$ cat config.mk
export PLATFORM = sky130hd
export DESIGN_NAME = binary_log_deframer_crc32_unit
export DESIGN_NICKNAME = d
export VERILOG_FILES = /design/src/rtl/core/bldc_pkg.sv /design/src/rtl/core/binary_log_deframer_crc32_unit.sv /design/src/rtl/core/bldc_crc8.sv /design/src/rtl/core/bldc_parser.sv
export SDC_FILE = /design/constraint.sdc
export NUM_CORES = 1
export LEC_CHECK = 0
export ABC_CLOCK_PERIOD_IN_PS = 16660
export BUFFER_PORTS_ARGS = -buffer_cell sky130_fd_sc_hd__buf_2
export CORE_MARGIN = 2
export CORE_UTILIZATION = 55
export DETAILED_ROUTE_END_ITERATION = 16
export GPL_TIMING_DRIVEN = 0
export PLACE_DENSITY = 0.76
export SKIP_LAST_GASP = 1
export SLEW_MARGIN = 20
export SYNTH_ARGS = -nofsm -noshare
export SYNTH_HDL_FRONTEND = slang
export SYNTH_SLANG_ARGS = --single-unit
$ cat constraint.sdc
create_clock -name i_clk -period 16.66 [get_ports i_clk]
set_input_delay 3.332 -clock i_clk [delete_from_list [all_inputs] [get_ports i_clk]]
set_output_delay 3.332 -clock i_clk [all_outputs]
set_load 0.1 [all_outputs]
$ cat src/rtl/core/bldc_pkg.sv
// Package for the binary log deframer with CRC-32 check.
// Holds the sync and header constants, the parse phase codes and the shared structs.
// It has no dependencies.
`default_nettype none

package bldc_pkg;

    localparam logic [7:0] SYNC_BYTE_1      = 8'hAA;
    localparam logic [7:0] SYNC_BYTE_2      = 8'h44;
    localparam logic [7:0] SYNC_BYTE_LONG   = 8'h12;
    localparam logic [7:0] SYNC_BYTE_SHORT  = 8'h13;

    localparam int         POS_W            = 17;
    localparam logic [4:0] LONG_HDR_LEN     = 5'd28;
    localparam logic [4:0] SHORT_HDR_LEN    = 5'd12;

    localparam logic [POS_W-1:0] POS_HDR_LEN  = 17'd3;
    localparam logic [POS_W-1:0] POS_ID_LO    = 17'd4;
    localparam logic [POS_W-1:0] POS_ID_HI    = 17'd5;
    localparam logic [POS_W-1:0] POS_BLEN_LO  = 17'd8;
    localparam logic [POS_W-1:0] POS_BLEN_HI  = 17'd9;
    localparam logic [POS_W-1:0] CRC_BYTES    = 17'd4;
    localparam logic [1:0]       CRC_LAST_IDX = 2'd3;

    localparam logic [2:0] PH_SYNC1  = 3'd0;
    localparam logic [2:0] PH_SYNC2  = 3'd1;
    localparam logic [2:0] PH_SYNC3  = 3'd2;
    localparam logic [2:0] PH_HEADER = 3'd3;
    localparam logic [2:0] PH_BODY   = 3'd4;
    localparam logic [2:0] PH_CRC    = 3'd5;

    localparam logic [1:0] PART_IDLE   = 2'd0;
    localparam logic [1:0] PART_HEADER = 2'd1;
    localparam logic [1:0] PART_BODY   = 2'd2;
    localparam logic [1:0] PART_CRC    = 2'd3;

    localparam int         CFG_IDX_W       = 8;
    localparam logic [CFG_IDX_W-1:0] CFG_IDX_POLY    = 8'd0;
    localparam logic [CFG_IDX_W-1:0] CFG_IDX_MAX_LEN = 8'd1;
    localparam logic [31:0] POLY_RESET    = 32'hEDB88320;
    localparam logic [15:0] MAX_LEN_RESET = 16'd1024;

    typedef struct packed {
        logic [31:0] crc_polynomial;
        logic [15:0] max_body_length;
    } t_cfg;

    typedef struct packed {
        logic [7:0]  data_byte;
        logic [1:0]  frame_part;
        logic [15:0] payload_offset;
        logic [15:0] message_id;
        logic [15:0] body_length;
        logic        short_format;
        logic        frame_done;
        logic        crc_good;
        logic        frame_abort;
    } t_result;

endpackage

`default_nettype wire

$ cat src/rtl/core/binary_log_deframer_crc32_unit.sv
// Binary log deframer top level: byte stream in, tagged byte stream out, config write port.
// A byte held in the input register passes through the parser step into the result
// register, and moves on only when the result register is empty or being read.
// Throughput: one byte per cycle unless the output stalls; the parser step is combinational.
// Reset: synchronous, active low; clears the parser to sync hunting, empties both
// registers and returns the polynomial and maximum body length to their reset values.
// Depends on bldc_pkg and bldc_parser.
`default_nettype none

module binary_log_deframer_crc32_unit
    import bldc_pkg::*;
(
    input  wire logic        i_clk,
    input  wire logic        i_rst_n,
    input  wire logic        s_axis_tvalid,
    output logic             s_axis_tready,
    input  wire logic [7:0]  s_axis_tdata,   // [7:0] rx_byte
    output logic             m_axis_tvalid,
    input  wire logic        m_axis_tready,
    output logic [63:0]      m_axis_tdata,   // [7:0] data_byte, [23:8] payload_offset,
                                             // [39:24] message_id, [55:40] body_length,
                                             // [56] short_format, [57] crc_good,
                                             // [58] frame_abort, [63:59] zero
    output logic [1:0]       m_axis_tuser,   // [1:0] frame_part
    output logic             m_axis_tlast,   // frame_done
    input  wire logic        i_cfg_valid,
    output logic             o_cfg_ready,
    input  wire logic [CFG_IDX_W-1:0] i_cfg_index,
    input  wire logic [31:0] i_cfg_data
);

    logic        r_in_valid;
    logic [7:0]  r_in_byte;
    logic        r_out_valid;
    t_result     r_out;
    t_cfg        r_cfg;
    t_result     s_result;
    logic        s_step;

    assign s_step        = r_in_valid && (!r_out_valid || m_axis_tready);
    assign s_axis_tready = !r_in_valid || s_step;
    assign o_cfg_ready   = 1'b1;

    bldc_parser u_parser (
        .i_clk    (i_clk),
        .i_rst_n  (i_rst_n),
        .i_step   (s_step),
        .i_byte   (r_in_byte),
        .i_cfg    (r_cfg),
        .o_result (s_result)
    );

    always_ff @(posedge i_clk) begin
        if (!i_rst_n) begin
            r_cfg.crc_polynomial  <= POLY_RESET;
            r_cfg.max_body_length <= MAX_LEN_RESET;
        end else if (i_cfg_valid) begin
            if (i_cfg_index == CFG_IDX_POLY) begin
                r_cfg.crc_polynomial <= i_cfg_data;
            end else if (i_cfg_index == CFG_IDX_MAX_LEN) begin
                r_cfg.max_body_length <= i_cfg_data[15:0];
            end
        end
    end

    always_ff @(posedge i_clk) begin
        if (!i_rst_n) begin
            r_in_valid <= 1'b0;
        end else if (s_axis_tready) begin
            r_in_valid <= s_axis_tvalid;
        end
    end

    always_ff @(posedge i_clk) begin
        if (s_axis_tvalid && s_axis_tready) begin
            r_in_byte <= s_axis_tdata;
        end
    end

    always_ff @(posedge i_clk) begin
        if (!i_rst_n) begin
            r_out_valid <= 1'b0;
        end else if (s_step) begin
            r_out_valid <= 1'b1;
        end else if (m_axis_tready) begin
            r_out_valid <= 1'b0;
        end
    end

    always_ff @(posedge i_clk) begin
        if (s_step) begin
            r_out <= s_result;
        end
    end

    assign m_axis_tvalid = r_out_valid;
    assign m_axis_tdata  = {5'd0, r_out.frame_abort, r_out.crc_good, r_out.short_format,
                            r_out.body_length, r_out.message_id, r_out.payload_offset,
                            r_out.data_byte};
    assign m_axis_tuser  = r_out.frame_part;
    assign m_axis_tlast  = r_out.frame_done;

endmodule

`default_nettype wire

$ cat src/rtl/core/bldc_crc8.sv
// Byte-wide update of a reflected CRC-32 with a programmable polynomial.
// Eight bit shifts are unrolled into one combinational step; uses no package.
`default_nettype none

module bldc_crc8 (
    input  wire logic [31:0] i_crc,
    input  wire logic [7:0]  i_byte,
    input  wire logic [31:0] i_poly,
    output logic      [31:0] o_crc
);

    logic [31:0] s_bits;

    always_comb begin
        s_bits = {24'd0, i_crc[7:0] ^ i_byte};
        for (int i = 0; i < 8; i++) begin
            if (s_bits[0]) begin
                s_bits = {1'b0, s_bits[31:1]} ^ i_poly;
            end else begin
                s_bits = {1'b0, s_bits[31:1]};
            end
        end
        o_crc = {8'd0, i_crc[31:8]} ^ s_bits;
    end

endmodule

`default_nettype wire

$ cat src/rtl/core/bldc_parser.sv
// Frame parser state and next-state logic for the binary log deframer.
// Depends on bldc_pkg and bldc_crc8; the tagged result for the byte is combinational.
`default_nettype none

module bldc_parser
    import bldc_pkg::*;
(
    input  wire logic    i_clk,
    input  wire logic    i_rst_n,
    input  wire logic    i_step,
    input  wire logic [7:0] i_byte,
    input  wire t_cfg    i_cfg,
    output t_result      o_result
);

    logic [2:0]       r_phase,  n_phase;
    logic [POS_W-1:0] r_pos,    n_pos;
    logic [4:0]       r_hdr,    n_hdr;
    logic [15:0]      r_len,    n_len;
    logic [15:0]      r_id,     n_id;
    logic             r_short,  n_short;
    logic [31:0]      r_crc,    n_crc;
    logic [31:0]      r_rcrc,   n_rcrc;

    logic [31:0]      s_crc_in;
    logic [31:0]      s_crc_out;
    logic [POS_W-1:0] s_pos_inc;
    logic [POS_W-1:0] s_body_off;
    logic [POS_W-1:0] s_crc_idx;
    logic [15:0]      s_len_hi;
    logic [1:0]       s_part;
    logic [15:0]      s_offs;
    logic             s_done;
    logic             s_good;
    logic             s_abort;
    logic             s_clear;

    assign s_crc_in = (r_phase == PH_SYNC1) ? 32'd0 : r_crc;

    bldc_crc8 u_crc (
        .i_crc  (s_crc_in),
        .i_byte (i_byte),
        .i_poly (i_cfg.crc_polynomial),
        .o_crc  (s_crc_out)
    );

    assign s_pos_inc  = r_pos + 17'd1;
    assign s_body_off = r_pos - {12'd0, r_hdr};
    assign s_crc_idx  = r_pos - {12'd0, r_hdr} - {1'b0, r_len};
    assign s_len_hi   = {i_byte, r_len[7:0]};

    always_comb begin
        n_phase = r_phase;
        n_pos   = r_pos;
        n_hdr   = r_hdr;
        n_len   = r_len;
        n_id    = r_id;
        n_short = r_short;
        n_crc   = r_crc;
        n_rcrc  = r_rcrc;
        s_part  = PART_IDLE;
        s_offs  = 16'd0;
        s_done  = 1'b0;
        s_good  = 1'b0;
        s_abort = 1'b0;
        s_clear = 1'b0;
        case (r_phase)
            PH_SYNC1: begin
                if (i_byte == SYNC_BYTE_1) begin
                    n_hdr   = 5'd0;
                    n_len   = 16'd0;
                    n_id    = 16'd0;
                    n_short = 1'b0;
                    n_rcrc  = 32'd0;
                    n_crc   = s_crc_out;
                    n_pos   = 17'd1;
                    n_phase = PH_SYNC2;
                    s_part  = PART_HEADER;
                end
            end
            PH_SYNC2: begin
                if (i_byte == SYNC_BYTE_2) begin
                    n_crc   = s_crc_out;
                    n_pos   = 17'd2;
                    n_phase = PH_SYNC3;
                    s_part  = PART_HEADER;
                end else begin
                    s_abort = 1'b1;
                end
            end
            PH_SYNC3: begin
                if (i_byte == SYNC_BYTE_LONG || i_byte == SYNC_BYTE_SHORT) begin
                    n_short = (i_byte == SYNC_BYTE_SHORT);
                    n_hdr   = (i_byte == SYNC_BYTE_SHORT) ? SHORT_HDR_LEN : 5'd0;
                    n_crc   = s_crc_out;
                    n_pos   = 17'd3;
                    n_phase = PH_HEADER;
                    s_part  = PART_HEADER;
                end else begin
                    s_abort = 1'b1;
                end
            end
            PH_HEADER: begin
                if (r_pos == POS_HDR_LEN) begin
                    if (r_short) begin
                        if ({8'd0, i_byte} > i_cfg.max_body_length) begin
                            s_abort = 1'b1;
                        end else begin
                            n_len = {8'd0, i_byte};
                        end
                    end else begin
                        if (i_byte != {3'd0, LONG_HDR_LEN}) begin
                            s_abort = 1'b1;
                        end else begin
                            n_hdr = LONG_HDR_LEN;
                        end
                    end
                end else if (r_pos == POS_ID_LO) begin
                    n_id = {8'd0, i_byte};
                end else if (r_pos == POS_ID_HI) begin
                    n_id = {i_byte, r_id[7:0]};
                end else if (!r_short && r_pos == POS_BLEN_LO) begin
                    n_len = {8'd0, i_byte};
                end else if (!r_short && r_pos == POS_BLEN_HI) begin
                    n_len = s_len_hi;
                    if (s_len_hi > i_cfg.max_body_length) begin
                        s_abort = 1'b1;
                    end
                end
                if (!s_abort) begin
                    n_crc  = s_crc_out;
                    n_pos  = s_pos_inc;
                    s_part = PART_HEADER;
                    if (n_hdr != 5'd0 && s_pos_inc == {12'd0, n_hdr}) begin
                        n_phase = (n_len != 16'd0) ? PH_BODY : PH_CRC;
                    end
                end
            end
            PH_BODY: begin
                if (s_body_off >= {1'b0, r_len}) begin
                    s_abort = 1'b1;
                end else begin
                    n_crc  = s_crc_out;
                    n_pos  = s_pos_inc;
                    s_part = PART_BODY;
                    s_offs = s_body_off[15:0];
                    if (s_body_off + 17'd1 == {1'b0, r_len}) begin
                        n_phase = PH_CRC;
                    end
                end
            end
            PH_CRC: begin
                if (s_crc_idx >= CRC_BYTES) begin
                    s_abort = 1'b1;
                end else begin
                    n_rcrc = r_rcrc | ({24'd0, i_byte} << {s_crc_idx[1:0], 3'b000});
                    n_pos  = s_pos_inc;
                    s_part = PART_CRC;
                    if (s_crc_idx[1:0] == CRC_LAST_IDX) begin
                        s_done = 1'b1;
                        s_good = (r_crc == n_rcrc);
                    end
                end
            end
            default: begin
                s_clear = 1'b1;
            end
        endcase
    end

    always_comb begin
        o_result.data_byte      = i_byte;
        o_result.frame_part     = s_part;
        o_result.payload_offset = s_offs;
        o_result.message_id     = (s_part != PART_IDLE) ? n_id  : 16'd0;
        o_result.body_length    = (s_part != PART_IDLE) ? n_len : 16'd0;
        o_result.short_format   = (s_part != PART_IDLE) ? n_short : 1'b0;
        o_result.frame_done     = s_done;
        o_result.crc_good       = s_good;
        o_result.frame_abort    = s_abort;
    end

    always_ff @(posedge i_clk) begin
        if (!i_rst_n) begin
            r_phase <= PH_SYNC1;
            r_pos   <= '0;
            r_hdr   <= '0;
            r_len   <= '0;
            r_id    <= '0;
            r_short <= 1'b0;
            r_crc   <= '0;
            r_rcrc  <= '0;
        end else if (i_step) begin
            if (s_abort || s_done || s_clear) begin
                r_phase <= PH_SYNC1;
                r_pos   <= '0;
                r_hdr   <= '0;
                r_len   <= '0;
                r_id    <= '0;
                r_short <= 1'b0;
                r_crc   <= '0;
                r_rcrc  <= '0;
            end else begin
                r_phase <= n_phase;
                r_pos   <= n_pos;
                r_hdr   <= n_hdr;
                r_len   <= n_len;
                r_id    <= n_id;
                r_short <= n_short;
                r_crc   <= n_crc;
                r_rcrc  <= n_rcrc;
            end
        end
    end

endmodule

`default_nettype wire
# Word level (Yosys, flattened, before mapping)
# Cells that the tools add are included.
# word_totals
ff_bits	242
inputBits	53
out_inout_bits	70
word_cells	203
# classes
n_addsub	4
magnitude_cmp	4
eq_ne	28
shift	1
muxes	96
n_bitwise	15
n_reduce_logical	33
# op_table
operator	count
$mux W32	18
$mux W16	15
$xor A31 B32 Y32	7
$pmux W32 S5	1
$mux W17	7
$pmux W17 S6	1
$pmux W16 S2	2
$pmux W32 S2	1
$mux W5	7
$add A17 B1 Y17 const B	2
$eq A17 B3 Y1 const B	2
$eq A17 B4 Y1 const B	2
$eq A32 B32 Y1	1
$or A32 B32 Y32	1
$shl A8 B5 Y32	1
$xor A24 B32 Y32	1
$xor A7 B32 Y32	1
$mux W1	28
$mux W3	8
$eq A17 B16 Y1	1
$eq A17 B2 Y1 const B	1
$eq A17 B5 Y1	1
$ge A17 B16 Y1	1
$ge A17 B3 Y1 const B	1
other kinds (46)	70

# Logic depth before layout (Yosys ltp)
# depth
depth_word	23
mapped_depth	29
mapped_depth_nobuf	25

# Modules after synthesis
# Synthesis repeated with hierarchy kept, for this count alone.
# hier_totals
hier_cells	2307
area_unflattened_um2	19012.0
# by_module_without_submodules
module	n_inst	cells_per_inst	area_per_inst_um2	seq_area_each_um2
bldc_parser	1	1320	9890.7	2442.3
bldc_crc8	1	692	4932.2	0.0
binary_log_deframer_crc32_unit	1	295	4189.0	3103.0

# Worst setup path after synthesis
# No wires, ideal clock.
# synth_timing
kind	input -> output
start	input port m_axis_tready
end	output port s_axis_tready
arrival_time_ps	4091
t_required_ps	13328
slack_ps	9237
stages	2
n_path_buf	0
cell_sequence	nor2b_1 -> nand2_1
# synth_via
elab_chain_cells	3
# synth_lines
element	line_no	text
start: declaration	binary_log_deframer_crc32_unit.sv:19	input wire logic m_axis_tready,
$logic_or A1 B1 Y1	binary_log_deframer_crc32_unit.sv:40	assign s_step = r_in_valid && (!r_out_valid || m_axis_tready);
$logic_and A1 B1 Y1	binary_log_deframer_crc32_unit.sv:40	
$logic_or A1 B1 Y1	binary_log_deframer_crc32_unit.sv:41	assign s_axis_tready = !r_in_valid || s_step;
end: declaration	binary_log_deframer_crc32_unit.sv:16	output logic s_axis_tready,
# Every way passes these cells.

# Worst setup path after layout
# Same ends and word-level chain as after synthesis.

==> out/results.env <==
POWER_PER_CELL_AREA_nW_PER_UM2=79.1
CTS_ROOT_BUFFER='sky130_fd_sc_hd__clkbuf_16'
POST-CTS-SETUP-BUFFER-COUNT=0
INITIAL_CORE_UTIL_PCT=55.5
FINAL_COMMON_CELL='sky130_fd_sc_hd__nand2_1'
YS_DOMINANT_REG_CELL='sky130_fd_sc_hd__dfxtp_1'
MAXCLOCKFREQUENCY_MHz=135
GLOBAL_PLACER_S_FINAL_WEIGHTED_CONGESTION=0.986
ROUTE.VIAS.TOTAL=17001
NUMBER_OF_GLOBAL_ROUTE_VIAS_BEFORE_REPAIR=15851
RSZ_0062_RAISED_AFTER_GLOBAL_ROUTING='no'
FIN_CRIT_NS=7.39
FINAL_HOLD_VIOL_COUNT=0
GRT_ANTENNA_BEFORE_REPAIR=1
GRT_USE_TOTAL_PCT=33.1
CLOCK_SINKS=242
GRT_PASS1_WL_UM=87600
COMBINED_AREA_OF_ALL_SYNTHESIZED_CELLS_SQ_UM=17400
DESIGN.FINAL.NETS=2487
SYN_INST=2231
SLOWEST_LIBRARY_CELL_ON_THE_WORST_PATH='sky130_fd_sc_hd__buf_2'
DIE-HEIGHT_UM=182
PORTBUFS=116
CORE_SQ_UM=31300
CTS-RESIZED-GATES=0
FINAL_CRITICAL_PATH_SHARE_OF_THE_CLOCK_PERIOD_PCT=44.3
POST_SYNTH_NUM_CELL_TYPES=85
CRITPATHTOPFAMILY='buffers and inverters'
ROUTE.FINAL.WIRE_LENGTH_UM=55600
SYNTHARSTFLOPSHARE_PCT=0
LEAKAGE_POWER_uW=0.00731
WORSTSKEWPAIRLATENCY_NS=0.59
PLACE_WS_NS=9.29
CLOCK_TREE.BUFFER_DEPTH=3
IR_WORST_VDD_uV=81.6
REGAREA_SQ_UM=5550
GRT_MAX_DEGREE=60
TIMING.FINAL.MAX_SLEW_VIOLATIONS=0
SYNTH_ENABLE_FLOP_CELLS=70
OVERFLOW=0
OUTCOME='complete, no violations'
POST-ROUTE-CELL-AREA_SQ_UM=19500
AREA_GROWTH_SYN_TO_LAYOUT_PCT=12.3
POST-DP-HPWL_UM=41200
FIRST_ITER_VIOLATIONS=1689
IOPINCOUNT=123
CP.REQUIRED_NS=13.33
WORSTMARGINPINSLEW_NS=1.20
FINAL-SETUP-VIOL-COUNT=0
FIRSTDRTPASSITERS=6
SEQUENTIAL_FRACTION_OF_THE_SYNTHESIS_AREA_PCT=31.9
FINAL.HOLD.WORST_SLACK_NS=0.475
WORST_SLACK_NS=9.27
CRIT_PATH_MAX_INCR_DELAY_NS=0.30
ROUTE.DETAILED.VIAS_PER_INST=6.05
CRITPATHMOSTFREQUENTCELL='sky130_fd_sc_hd__buf_2'
FP.DIEAREA_SQ_UM=33000
PLACE_AREA_SQ_UM=18500
YOSYS_WARNINGS=0
MULTI_INPUT_AREA_SQ_UM=10900
CRITPATHCAPTURETYPE='output pin'
CAP_VIOL_MAX_COUNT=0
CRITPATHMAXFANOUT=4
FINCLKSKEW_NS=0.0266
WORST-SETUP-PATH-TYPE='primary input to output pin'
CLOCK_PIN_SLEW_WORST_SETUP_AND_HOLD_PATHS_NS=0.06
RELSLEWSLACK_PCT=19.3
POSTROUTEANTENNANETS=0
TRITONCTS.NUM_BUFFERS=29
DRC=0
FP-ROW-COUNT=65
YOSYS_REGISTER_BITS=242
TRITONCTS='built'
CRITICAL_PATH_ARRIVAL_NS=4.05
PATH_CELLS='buf_2, nor2b_1, nand2_1, buf_2'
FINAL_CORE_UTILIZATION_PCT=62.3
LAYOUT.CELLS.MOST_COMMON_LIST='sky130_fd_sc_hd__nand2_1, sky130_fd_sc_hd__xnor2_1, sky130_fd_sc_hd__a21oi_1'
CP-START-KIND='primary input'
HTREE_LEVELS=1
DRIVE_GT1_SHARE_PCT=10.2
AVGSYNTHCELLAREA_SQ_UM=7.79
FIN_SETUP_TNS_NS=0
CRITPATHBUFINV=2
ANTENNA_CELLS_INSERTED=0
FILLERINSTANCES=2782
WORST_HOLD_PATH_TYPE='flip-flop to flip-flop'
DIE_WIDTH_UM=182
CTS-HOLD-FIX-BUFFERS=0
DRT-WIRELENGTH-PER-CELL_UM=19.8
==> power by group <==
part           switching (uW)  leakage [uW]  internal, uW
Combinational             168       0.00478          82.8
Sequential               4.95       0.00205           613
Clock                     286      0.000480           390
Total                     459       0.00731          1090
==> state kept, by name, indices dropped and copies added, names as in the netlist <==
name and cells:
m_axis_tuser 2, u_parser.r_rcrc 32, u_parser.r_len 16, r_in_byte 8
m_axis_tdata 59, u_parser.r_phase 3, u_parser.r_pos 17, r_in_valid 1
u_parser.r_crc 32, u_parser.r_id 16, u_parser.r_short 1, m_axis_tvalid 1
u_parser.r_hdr 5, r_cfg 48, m_axis_tlast 1
==> layout make-up <==
cell class / count / share of cell area [%]
buffer: 177 / 3.78
clock buffer: 31 / 3.81
clock inverter: 23 / 1.33
inverter: 71 / 1.38
multi-input combinational: 1745 / 55.6
sequential: 242 / 28.4
tap: 402 / 2.58
timing repair buffer: 117 / 3.11
==> worst reg2reg max path, delay by kind of cell, from the launching register on <==
family | cells | cell delay, ns
AND/OR/NAND/NOR | 9 | 1.81
adder cells (fa/ha/maj) | 3 | 0.73
XOR/XNOR | 1 | 0.49
buffers and inverters | 6 | 1.29
AO/OA/AOI/OAI | 9 | 2.05
flip-flops | 1 | 0.36
==> logic make-up (layout without fill, tap and decap cells) <==
logic type | Yosys count | after routing | share of synthesized area [%]
and+or+nand+nor | 822 | 822 | 21.4
AOI/OAI and AO/OA | 516 | 516 | 18.5
xor gates and xnor gates | 302 | 302 | 15.7
buffers and inverters | 248 | 419 | 5.78
DFF | 242 | 242 | 31.9
adders and majority gates | 51 | 51 | 3.76
muxes | 48 | 48 | 2.98
other | 2 | 6 | 0.0432
==> synthesized netlist by cell type, types with 7 or more instances <==
cell                         n  area (sq um)
sky130_fd_sc_hd__or4_1       8          60.1
sky130_fd_sc_hd__nand3_1    82           410
sky130_fd_sc_hd__o211ai_1    7          52.6
sky130_fd_sc_hd__buf_4      10          75.1
sky130_fd_sc_hd__o21ai_1    19          95.1
sky130_fd_sc_hd__a21oi_1   197           986
sky130_fd_sc_hd__nor2_1    183           687
sky130_fd_sc_hd__nor2b_1    19           119
sky130_fd_sc_hd__and3_1     16           100
sky130_fd_sc_hd__nor3_1     27           135
sky130_fd_sc_hd__and2_1     15          93.8
sky130_fd_sc_hd__o21a_1      7          52.6
sky130_fd_sc_hd__o21ai_0   105           526
sky130_fd_sc_hd__buf_2      11          55.1
sky130_fd_sc_hd__dfxtp_1   172          3440
sky130_fd_sc_hd__nor4_1     32           200
sky130_fd_sc_hd__nand4_1    23           144
sky130_fd_sc_hd__nand2_1   358          1340
sky130_fd_sc_hd__ha_1       49           613
sky130_fd_sc_hd__xor2_1     26           228
sky130_fd_sc_hd__a31oi_1    16           100
sky130_fd_sc_hd__a31o_2      7          61.3
sky130_fd_sc_hd__clkbuf_1  137           514
sky130_fd_sc_hd__xnor2_1   270          2360
sky130_fd_sc_hd__edfxtp_1   70          2100
sky130_fd_sc_hd__a22o_1     27           236
sky130_fd_sc_hd__mux2i_1    23           230
sky130_fd_sc_hd__o31ai_1     8          60.1
sky130_fd_sc_hd__inv_1      71           267
sky130_fd_sc_hd__mux2_2     23           259
sky130_fd_sc_hd__buf_1      16          60.1
sky130_fd_sc_hd__nand2b_1   11          68.8
sky130_fd_sc_hd__a21o_1     22           165
sky130_fd_sc_hd__or3_1      17           106
sky130_fd_sc_hd__a22oi_1    40           300
==> path summary, 6_finish.rpt <==
| path | from | to | slack (ns) | cells after the start |
|---|---|---|---|---|
| min reg2reg | u_parser.r_rcrc[20]$_SDFFE_PN0P_ | u_parser.r_rcrc[20]$_SDFFE_PN0P_ | 0.48 | 2 |
| max reg2reg | u_parser.r_pos[0]$_SDFFE_PN0P_ | u_parser.r_crc[12]$_SDFFE_PN0P_ | 9.83 | 28 |
| max | m_axis_tready | s_axis_tready | 9.27 | 4 |
| min | u_parser.r_rcrc[20]$_SDFFE_PN0P_ | u_parser.r_rcrc[20]$_SDFFE_PN0P_ | 0.48 | 2 |
==> per-layer routing <==
metal  vias to the layer above  global-route usage, %  part of all wire (%)
met1                      7923                   44.6                    42
met5                         -                      0                 0.023
li1                       8013                      -                     -
met4                         2                   14.6                   4.6
met2                       895                   53.2                    45
met3                       168                   4.75                   9.1
==> per-stage QoR <==
step,total power [uW],std cells
6_report,1540,2808
5_1_grt,1590,2808
4_1_cts,1540,2808
3_5_place_dp,876,2754
3_3_place_gp,872,2753
2_1_floorplan,819,2235
No activity file was read; power rests on OpenSTA's default activity.
